[config.mk]
export PLATFORM = sky130hd
export DESIGN_NAME = stks_front
export DESIGN_NICKNAME = d
export VERILOG_FILES = /design/src/hw/rtl/stks_pkg.sv /design/src/hw/rtl/stks_front.sv
export SDC_FILE = /design/constraint.sdc
export NUM_CORES = 1
export LEC_CHECK = 0
export BUFFER_PORTS_ARGS = -buffer_cell sky130_fd_sc_hd__buf_2
export CAP_MARGIN = 20
export CORE_MARGIN = 2
export CORE_UTILIZATION = 35
export DETAILED_ROUTE_END_ITERATION = 6
export PLACE_DENSITY = 0.68
export REMOVE_ABC_BUFFERS = 1
export SYNTH_ARGS = -nofsm -noshare
export SYNTH_HDL_FRONTEND = slang
export SYNTH_SLANG_ARGS = --single-unit
[constraint.sdc]
create_clock -name clk -period 3.1 [get_ports clk]
set_input_delay 0.62 -clock clk [delete_from_list [all_inputs] [get_ports clk]]
set_output_delay 0.62 -clock clk [all_outputs]
set_load 0.05 [all_outputs]
[src/hw/rtl/stks_pkg.sv]
`timescale 1ns / 1ps
// ----------------------------------------------------------------------------
// stks_pkg
// Shared types and constants for the salience top-k selector.
// ----------------------------------------------------------------------------
package stks_pkg;

    localparam int SLOTS       = 64;
    localparam int COUNT_W     = 7;
    localparam int COL_W       = 12;
    localparam int ROW_W       = 12;
    localparam int SAL_W       = 16;
    localparam int SLOT_IDX_W  = 6;
    localparam int QUEUE_DEPTH = 4;
    localparam int QPTR_W      = 2;
    localparam int QCNT_W      = 3;

    localparam logic [COUNT_W-1:0] COUNT_RESET = COUNT_W'(SLOTS);

    typedef struct packed {
        logic [SAL_W-1:0] sal;
        logic [COL_W-1:0] col;
        logic [ROW_W-1:0] row;
        logic             last;
    } item_t;

    // Clamp the written count to 1..SLOTS
    function automatic logic [COUNT_W-1:0] eff_count(input logic [COUNT_W-1:0] k);
        logic [COUNT_W-1:0] r;
        begin
            r = k;
            if (k == '0)
            begin
                r = COUNT_W'(1);
            end
            else if (k > COUNT_W'(SLOTS))
            begin
                r = COUNT_W'(SLOTS);
            end
            return r;
        end
    endfunction

endpackage

[src/hw/rtl/stks_front.sv]
`timescale 1ns / 1ps
// ----------------------------------------------------------------------------
// stks_front
// Accepts pixel words, forms the salience and registers the item for the queue.
// ----------------------------------------------------------------------------
module stks_front (
    input  logic                      clk,
    input  logic                      rst_n,
    input  logic                      in_valid,
    output logic                      in_ready,
    input  logic [11:0]               pixel_col,
    input  logic [11:0]               pixel_row,
    input  logic [15:0]               same_avg,
    input  logic [15:0]               different_avg,
    input  logic                      frame_end,
    output logic                      push_valid,
    input  logic                      push_ready,
    output stks_pkg::item_t           push_item
);
    import stks_pkg::*;

    logic  f_valid_reg;
    logic  f_valid_next;
    item_t f_item_reg;
    item_t f_item_next;
    logic  take;

    assign in_ready   = !f_valid_reg || push_ready;
    assign take       = in_valid && in_ready;
    assign push_valid = f_valid_reg;
    assign push_item  = f_item_reg;

    always_comb
    begin
        f_item_next = f_item_reg;
        f_valid_next = f_valid_reg;
        if (take)
        begin
            f_valid_next     = 1'b1;
            f_item_next.sal  = (same_avg >= different_avg) ? (same_avg - different_avg)
                                                           : (different_avg - same_avg);
            f_item_next.col  = pixel_col;
            f_item_next.row  = pixel_row;
            f_item_next.last = frame_end;
        end
        else if (push_ready)
        begin
            f_valid_next = 1'b0;
        end
    end

    always_ff @(posedge clk or negedge rst_n)
    begin
        if (!rst_n)
        begin
            f_valid_reg <= 1'b0;
        end
        else
        begin
            f_valid_reg <= f_valid_next;
        end
    end

    always_ff @(posedge clk)
    begin
        f_item_reg <= f_item_next;
    end

endmodule

==> metrics.yaml <==
run_status: "complete, no violations"
layout.cell_area.non_filler_sq_mm: 0.00364
place_ws_ps: 140
floorplan.io_pins: 104
antenna_cells_inserted: 0
top_usage_layer: "met2"
drt.antenna.violating_nets: 0
areaGrowthSynthToFinish_pct: 25.6
total_count_of_max_transition_violations_in_the_final_report: 0
hold_violations: 0
h_tree_depth: 2
cellPowerDensity_mw_per_mm2: 453
critical_path.cell_chain: "buf_2 -> ha_1 -> fa_1 -> nor2b_1 -> o2111ai_1 -> a211oi_1 -> o21bai_1 -> a211oi_1 -> a211oi_2 -> xnor2_1"
timing.max_cap.violations: 0
yosysWarningCount: 0
yosysUniqueCellTypes: 48
postLayoutSetupSlackWorst_ps: 461
firstDrtPassIters: 4
combPwrFrac_pct: 37.7
clk_transition_reported_paths_ps: 70
routed_wirelength_um: 6550
synth_sequential_area_ratio_pct: 43.3
grt_start_max_net_pins: 42
crit_path_start: "same_avg[0]"
met1_usage_pct: 16.3
final_nets: 469
finalSetupViolCount: 0
final_period_utilization_pct: 85.1
final.min_clock_period_ps: 2640
floorplan.die.height_um: 95.0
slew-limit-headroom_pct: 39.4
cts_inserted_buffers: 5
core_region_area_sq_mm: 0.00813
post-layout-total-power_mw: 1.65
holdCritPathClass: "in2async"
fin_worst_skew_ps: 2.69
clockPowerShare_pct: 19.7
vias_in_the_first_global_route: 2134
final_cell_count_no_fill: 481
worst_pin_slew_ps: 910
number_of_rows_created_at_floorplan: 33
r2r-start: "push_valid"
intPower_mw: 1.06
grt_use_total_pct: 14.1
placed_cell_area_sq_mm: 0.00356
asyncSetResetFlopFracSynth_pct: 2.38
power.net_switching_mw: 0.592
timing_worst_setup_path_type: "in2reg"
slowest_delay_ps: 390
r2r-end: "push_item[36]"
grt_util_met2_pct: 25.4
cellLeakagePower_nw: 1.76
cts_tree: "built"
vdd.ir_drop.worst_mv: 0.161
totalNegativeSetupSlack_ps: 0
cts_setup_buffers: 0
crit_top_cell: "a211oi_1"
drcViolationCount: 0
start_kind: "primary input"
place.detailed.hpwl_um: 5520
switching_share_pct: 35.9
mean_post_synth_cell_area_sq_um: 11.0
ys_seq_elements: 42
worst_path_dominant_cell_family: "compound AO/OA/AOI/OAI gates"
final_weighted_congestion_in_routability_driven_placement: 0.843
yosys.area.top_type_share_pct: 42.5
number_of_antenna_violations_at_the_first_check_in_global_routing: 0
dp_cells: 473
reg2reg_setup_slack_ps: 1470
synth.top_cells.by_area: "edfxtp_1, ha_1, inv_1, a21oi_1, mux2i_1"
flop_pwr_share_pct: 42.6
grt_first_pass_wirelength_um: 9980
synth.cell_area_sq_mm: 0.00290
crit_fanout: 2
cts.root.buffer_cell: "clkbuf_8"
start_util_pct: 35.6
via_count: 2331
finalHoldWorstSlack_ps: 88.6
detail_route.wl_per_cell_um: 13.6
drive_gt1_share_pct: 35.1
globalRouteOverflowTotal: 0
clk_latency_ps: 290
met3_resource_use_gr_pct: 3.00
syn-instance-count: 264
end_kind: "flop"
cp.arrival_ps: 2670
synth_edf_count: 41
core_occupancy_in_the_finished_layout_pct: 44.8
synth_ff_type: "edfxtp_1"
cp_data_required_time_ps: 3130
max_freq_mhz: 379
routed_via_density: 4.85
io_buffers: 103
setup_repair_after_global_routing_missed_its_margin: "no"
clock_sinks: 42
synthTopCellsByCount: "edfxtp_1, inv_1, ha_1"
critical_path_buffers_and_inverters: 1
drt-initial-drc-count: 135
cts_resized: 0
largest_area_contributor_in_the_netlist: "edfxtp_1"
number_of_cells_traversed_by_the_worst_register_to_register_path: 2
cts_hold_buffers: 0
die_x_um: 95.0
synthMostInstantiatedCell: "edfxtp_1"
cts.path.max_buffers: 2
floorplan.die_area_sq_mm: 0.00903
cp_slowest_cell: "fa_1"
[layer usage]
layer | part of all wire (%) | up-vias
met5 | 0 | -
met4 | 1.5 | 0
met3 | 9.5 | 6
met2 | 46 | 103
met1 | 43 | 1057
li1 | - | 1165
[logic make-up after synthesis]
| group | count (synthesis) | synth area share [%] |
|---|---|---|
| xor+xnor | 14 | 4.23 |
| fa+ha+maj | 33 | 14.8 |
| compound gates | 77 | 18.9 |
| buf+inv | 44 | 6.47 |
| mux | 9 | 3.11 |
| flops | 42 | 43.3 |
| simple gates | 45 | 9.15 |
[placed cells by master, fill, tap and decap left out, types with 8 or more instances in the layout]
master / synthesis / routed
buf_2: 3 / 103
a21o_1: 9 / 9
ha_1: 31 / 31
nand2_1: 12 / 12
inv_1: 37 / 37
o21ai_0: 15 / 15
buf_4: 1 / 8
xnor2_1: 9 / 9
a21oi_1: 23 / 23
edfxtp_1: 41 / 41
mux2i_1: 9 / 9
[power groups by stage]
| stage | combinational (mW) | sequential (mW) | clock, mW |
|---|---|---|---|
| floorplan | 0.283 | 0.882 | 0 |
| global placement | 0.619 | 0.716 | 0 |
| detailed placement | 0.624 | 0.717 | 0 |
| CTS | 0.626 | 0.704 | 0.338 |
| global route | 0.674 | 0.707 | 0.359 |
| finish | 0.622 | 0.703 | 0.326 |
[cell type report]
class                      count  area, sq um
inverter                      37          139
clock inverter                 2         10.0
fill                         776         4490
tap                          105          131
timing repair buffer         111          576
sequential                    42         1260
clock buffer                   6         72.6
multi-input combinational    178         1460
[worst register-to-register path, delay by kind of cell, from the launching register on]
kind / cells / cell delay [ps]
flip-flops: 1 / 380
AND/OR/NAND/NOR: 2 / 860
[worst max-delay path by stage]
stage               cells after the start            end  slack, ps
finish                                 10  push_item[39]        460
global route                           11  push_item[39]        230
CTS                                    11  push_item[30]        450
detailed placement                     11  push_item[30]        140
global placement                       11  push_item[30]        120
floorplan                               9  push_item[36]        450
[registers in the layout (all words and copies together) (netlist names)]
register / flops
push_valid: 1
push_item: 41
Note: power is estimated with default switching activity, not from simulation.
