<file path="src/hw/rtl/stks_pkg.sv">
`timescale 1ns / 1ps
// ----------------------------------------------------------------------------
// stks_pkg
// Shared types and constants for the salience top-k selector.
// ----------------------------------------------------------------------------
package stks_pkg;

    localparam int SLOTS       = 64;
    localparam int COUNT_W     = 7;
    localparam int COL_W       = 12;
    localparam int ROW_W       = 12;
    localparam int SAL_W       = 16;
    localparam int SLOT_IDX_W  = 6;
    localparam int QUEUE_DEPTH = 4;
    localparam int QPTR_W      = 2;
    localparam int QCNT_W      = 3;

    localparam logic [COUNT_W-1:0] COUNT_RESET = COUNT_W'(SLOTS);

    typedef struct packed {
        logic [SAL_W-1:0] sal;
        logic [COL_W-1:0] col;
        logic [ROW_W-1:0] row;
        logic             last;
    } item_t;

    // Clamp the written count to 1..SLOTS
    function automatic logic [COUNT_W-1:0] eff_count(input logic [COUNT_W-1:0] k);
        logic [COUNT_W-1:0] r;
        begin
            r = k;
            if (k == '0)
            begin
                r = COUNT_W'(1);
            end
            else if (k > COUNT_W'(SLOTS))
            begin
                r = COUNT_W'(SLOTS);
            end
            return r;
        end
    endfunction

endpackage

</file>
<file path="src/hw/rtl/stks_queue.sv">
`timescale 1ns / 1ps
// ----------------------------------------------------------------------------
// stks_queue
// Short FIFO between the front and the insertion list.
// ----------------------------------------------------------------------------
module stks_queue (
    input  logic            clk,
    input  logic            rst_n,
    input  logic            push_valid,
    output logic            push_ready,
    input  stks_pkg::item_t push_item,
    output logic            pop_valid,
    input  logic            pop_ready,
    output stks_pkg::item_t pop_item
);
    import stks_pkg::*;

    item_t             mem_reg [QUEUE_DEPTH];
    logic [QPTR_W-1:0] wr_ptr_reg;
    logic [QPTR_W-1:0] rd_ptr_reg;
    logic [QCNT_W-1:0] cnt_reg;
    logic [QCNT_W-1:0] cnt_next;
    logic              do_push;
    logic              do_pop;

    assign push_ready = (cnt_reg != QCNT_W'(QUEUE_DEPTH));
    assign pop_valid  = (cnt_reg != '0);
    assign pop_item   = mem_reg[rd_ptr_reg];
    assign do_push    = push_valid && push_ready;
    assign do_pop     = pop_valid && pop_ready;

    always_comb
    begin
        cnt_next = cnt_reg;
        if (do_push && !do_pop)
        begin
            cnt_next = cnt_reg + QCNT_W'(1);
        end
        else if (do_pop && !do_push)
        begin
            cnt_next = cnt_reg - QCNT_W'(1);
        end
    end

    always_ff @(posedge clk or negedge rst_n)
    begin
        if (!rst_n)
        begin
            wr_ptr_reg <= '0;
            rd_ptr_reg <= '0;
            cnt_reg    <= '0;
        end
        else
        begin
            cnt_reg <= cnt_next;
            if (do_push)
            begin
                wr_ptr_reg <= wr_ptr_reg + QPTR_W'(1);
            end
            if (do_pop)
            begin
                rd_ptr_reg <= rd_ptr_reg + QPTR_W'(1);
            end
        end
    end

    always_ff @(posedge clk)
    begin
        if (do_push)
        begin
            mem_reg[wr_ptr_reg] <= push_item;
        end
    end

endmodule

</file>
<file path="config.mk">
export PLATFORM = sky130hd
export DESIGN_NAME = stks_queue
export DESIGN_NICKNAME = d
export VERILOG_FILES = /design/src/hw/rtl/stks_pkg.sv /design/src/hw/rtl/stks_queue.sv
export SDC_FILE = /design/constraint.sdc
export NUM_CORES = 1
export LEC_CHECK = 0
export ABC_AREA = 1
export CAP_MARGIN = 20
export CORE_UTILIZATION = 23
export CTS_CLUSTER_SIZE = 40
export DETAILED_ROUTE_END_ITERATION = 10
export DONT_BUFFER_PORTS = 1
export GPL_TIMING_DRIVEN = 0
export SLEW_MARGIN = 20
export SYNTH_ARGS = -nofsm -noshare
export SYNTH_HDL_FRONTEND = slang
export SYNTH_SLANG_ARGS = --single-unit
</file>
<file path="constraint.sdc">
create_clock -name clk -period 7.2 [get_ports clk]
set_input_delay 0 -clock clk [delete_from_list [all_inputs] [get_ports clk]]
set_output_delay 0 -clock clk [all_outputs]
set_load 0.02 [all_outputs]
</file>
==> impl_results.md <==
* WHS Endpoint: wr_ptr_reg[1]
* Fin area at 8979 sq um
* Share of layout cells above drive strength 1 at 24.60%
* Data arrival time of the critical path at 2.58 ns
* Avg Cell Area, Syn at 13.48 sq um
* Failing checks: design-rule violations
* Clock sink count at 171
* Layout Skew at 0.01614 ns
* Final Slew Violations at 0
* Combinational family with the most area after synthesis: compound AO/OA/AOI/OAI gates
* Max FFs per register at 164
* CP Class: flop to flop
* Synth Area in Adders at 1.138%
* Period utilization at 34.09%
* CTS tree: built
* Vias per cell at 3.959
* Slew HR at 49.07%
* Area Growth Syn to Fin at 23.77%
* Final min period at 2.455 ns
* Crit. End Element: flop
* Mapped Area at 7254 sq um
* Status: finished with violations
* Vias at 4038
* Mapped Cells at 538
* Initial antenna violation count at 2
* Post-synthesis async set-or-reset flop share at 4.094%
* Fillers at 3084
* Routed Antenna Nets at 0
* H-tree depth at 4
* Synth Area in Simple Gates at 8.658%
* Switch share at 40.64%
* Die ar. at 32260 sq um
* Post-DP Area at 7943 sq um
* GR Util met3 at 3.728%
* Cts hold-fix bufs at 45
* Mux cell area share after synthesis at 0%
* Hold Path Origin: push_valid
* GPL Wtd Cong at 0.6923
* Sum Neg Setup Slack at 0 ns
* Postcts setup bufs at 0
* Core area at 30830 sq um
* GRT overflow at 0
* Drt wl/cell at 16.77 um
* RR Startpoint: cnt_reg[1]
* Final #Nets at 660
* I/O pin total at 88
* Cts bufs inserted at 17
* Die height at 179.6 um
* Sw power at 1.516 mW
* Max Cap Viol at 0
* Reg-to-reg endpoint: mem_reg[1][14]
* Hold Path Depth at 3
* Starting Density at 23.53%
* Met1 global-route usage at 13.56%
* Post-synthesis xor/xnor area fraction at 0.1207%
* Top_reg_cell synth: edfxtp_1
* First-pass GRT wire length at 25820 um
* GR Util met2 at 18.16%
* Clk network pwr share at 24.5%
* F_max at 407.4 MHz
* Synth Warn # at 0
* Drc violations at 10
* Final Hold Fails at 0
* Clock Tree Buf Depth at 2
* Reg2reg path depth at 5
* Busiest layer in global routing: met2
* R2r setup slk at 4.75 ns
* GRT Overall Usage at 11.06%
* Clock root cell: clkbuf_16
* Netlist cell types at 20
* Syn Nets at 589
* Detailed-router iteration count before antenna repair at 9
* P_leak at 3.385 nW
* Number of enable flip-flop cells after synthesis at 164
* Largest net degree at the start of global routing at 23
* Iter 0 DRT Violations at 260
* Unrepaired setup endpoints after global routing: no
* Core Rows at 64
* Worst slew pin tran at 0.7622 ns
* Complex-gate fraction of the synthesized area at 11.52%
* Final wirelength at 17110 um
* Gate power share at 38.7%
* Number of port buffers at 0
* Sequential Power Share at 36.7%
* Clk_lat worst skew at 0.44 ns
* Tot Pwr at 3.729 mW
* Final setup viols at 0
* Startpoint Class: flop
* Synthesis-stage register bit count at 171
* Hold Crit Class: input pin to flop
* Post-DP HPWL at 11030 um
* Internal power at 2.213 mW
* Worst path required time at 7.32 ns
* Cell area power density at 415.3 nW/um^2
* Clock slew at reported path FFs at 0.08 ns
* Worst-path fanout max at 22
* Vias in the first global route at 4109
* Sequential fraction of the synthesis area at 70.30%
* Post_cts resized at 0
* DIE WIDTH at 179.6 um
* VDD IR-drop max at 0.2292 mV
==> how the worst max path moves through the flow <==
stage,cells after the start,to,start
after floorplan,4,mem_reg[0][0],cnt_reg[0]
after global placement,4,mem_reg[2][1],cnt_reg[0]
after detailed placement,5,mem_reg[1][1],cnt_reg[0]
after CTS,5,mem_reg[1][14],cnt_reg[0]
after global routing,5,mem_reg[1][14],cnt_reg[1]
final,5,mem_reg[1][14],cnt_reg[1]
==> power groups by stage <==
stage	Clock (mW)	Sequential [mW]	Combinational [mW]
global route	0.978	1.39	1.59
global placement	0	1.41	1.37
finish	0.915	1.37	1.44
detailed placement	0	1.39	1.47
CTS	0.938	1.37	1.50
floorplan	0	1.39	1.02
==> cell usage in the layout (no fill, tap or decap), types with 3 or more instances in the layout <==
| cell | count |
|---|---|
| buf_6 | 16 |
| o211ai_2 | 43 |
| nand2_2 | 17 |
| inv_6 | 5 |
| clkbuf_16 | 17 |
| inv_2 | 25 |
| edfxtp_1 | 164 |
| nand2_1 | 124 |
| nor2_4 | 4 |
| clkinv_1 | 8 |
| buf_12 | 4 |
| o211ai_1 | 39 |
| nand3_1 | 7 |
| buf_16 | 3 |
| dfrtp_1 | 7 |
| ha_1 | 5 |
| dlygate4sd3_1 | 45 |
| inv_1 | 64 |
| buf_2 | 8 |
==> synth_stat cells, types with 7 or more instances <==
library cell  instances  area (sq um)
buf_2                 8         40.04
buf_6                16         180.2
clkinv_1              8         30.03
dfrtp_1               7         175.2
edfxtp_1            164          4925
inv_1                64         240.2
inv_2                25         93.84
nand2_1             124         465.5
nand2_2              17         106.4
nand3_1               7         35.03
o211ai_1             39         292.8
o211ai_2             43         538.0
==> metrics by stage <==
| step | std cells | utilization [%] | setup slack (ns) | hold slack, ns |
|---|---|---|---|---|
| after detailed placement | 941 | 25.76 | 4.746 | -0.2953 |
| after global routing | 1019 | 29.12 | 4.577 | 0.04949 |
| after floorplan | 538 | - | 4.095 | -0.2956 |
| final | 1020 | 29.12 | 4.745 | 0.04098 |
| after global placement | 934 | 25.14 | 2.246 | -0.2953 |
| after CTS | 1018 | 29.11 | 4.707 | 0.01957 |
==> cell families after synthesis <==
| family | after synthesis |
|---|---|
| xor gates and xnor gates | 1 |
| AOI/OAI and AO/OA | 83 |
| adders and majority gates | 6 |
| DFF | 171 |
| and+or+nand+nor | 153 |
| buffers and inverters | 124 |
==> cell type report <==
class	count	area, sq um	share of cell area [%]
clock buffer	17	425.4	4.738
tap	396	495.5	5.518
inverter	97	364.1	4.055
sequential	171	5100	56.80
timing repair buffer	52	613.1	6.828
buffer	27	235.2	2.620
antenna	2	5.005	0.05574
multi-input combinational	243	1585	17.66
clock inverter	15	155.1	1.728
==> critical path: stages, from the launching register on <==
cell,delay [ns]
dfrtp_1,0.39
clkinv_1,0.12
nand3_1,0.27
nand2_1,0.37
nor2_4,0.70
buf_12,0.28
==> metal layers <==
| layer | routed length, um | vias to the layer above |
|---|---|---|
| li1 | - | 2001 |
| met1 | 7632 | 1947 |
| met2 | 8312 | 75 |
| met3 | 956 | 15 |
| met4 | 203 | 0 |
| met5 | 0 | - |
No activity file was read; power rests on OpenSTA's default activity.
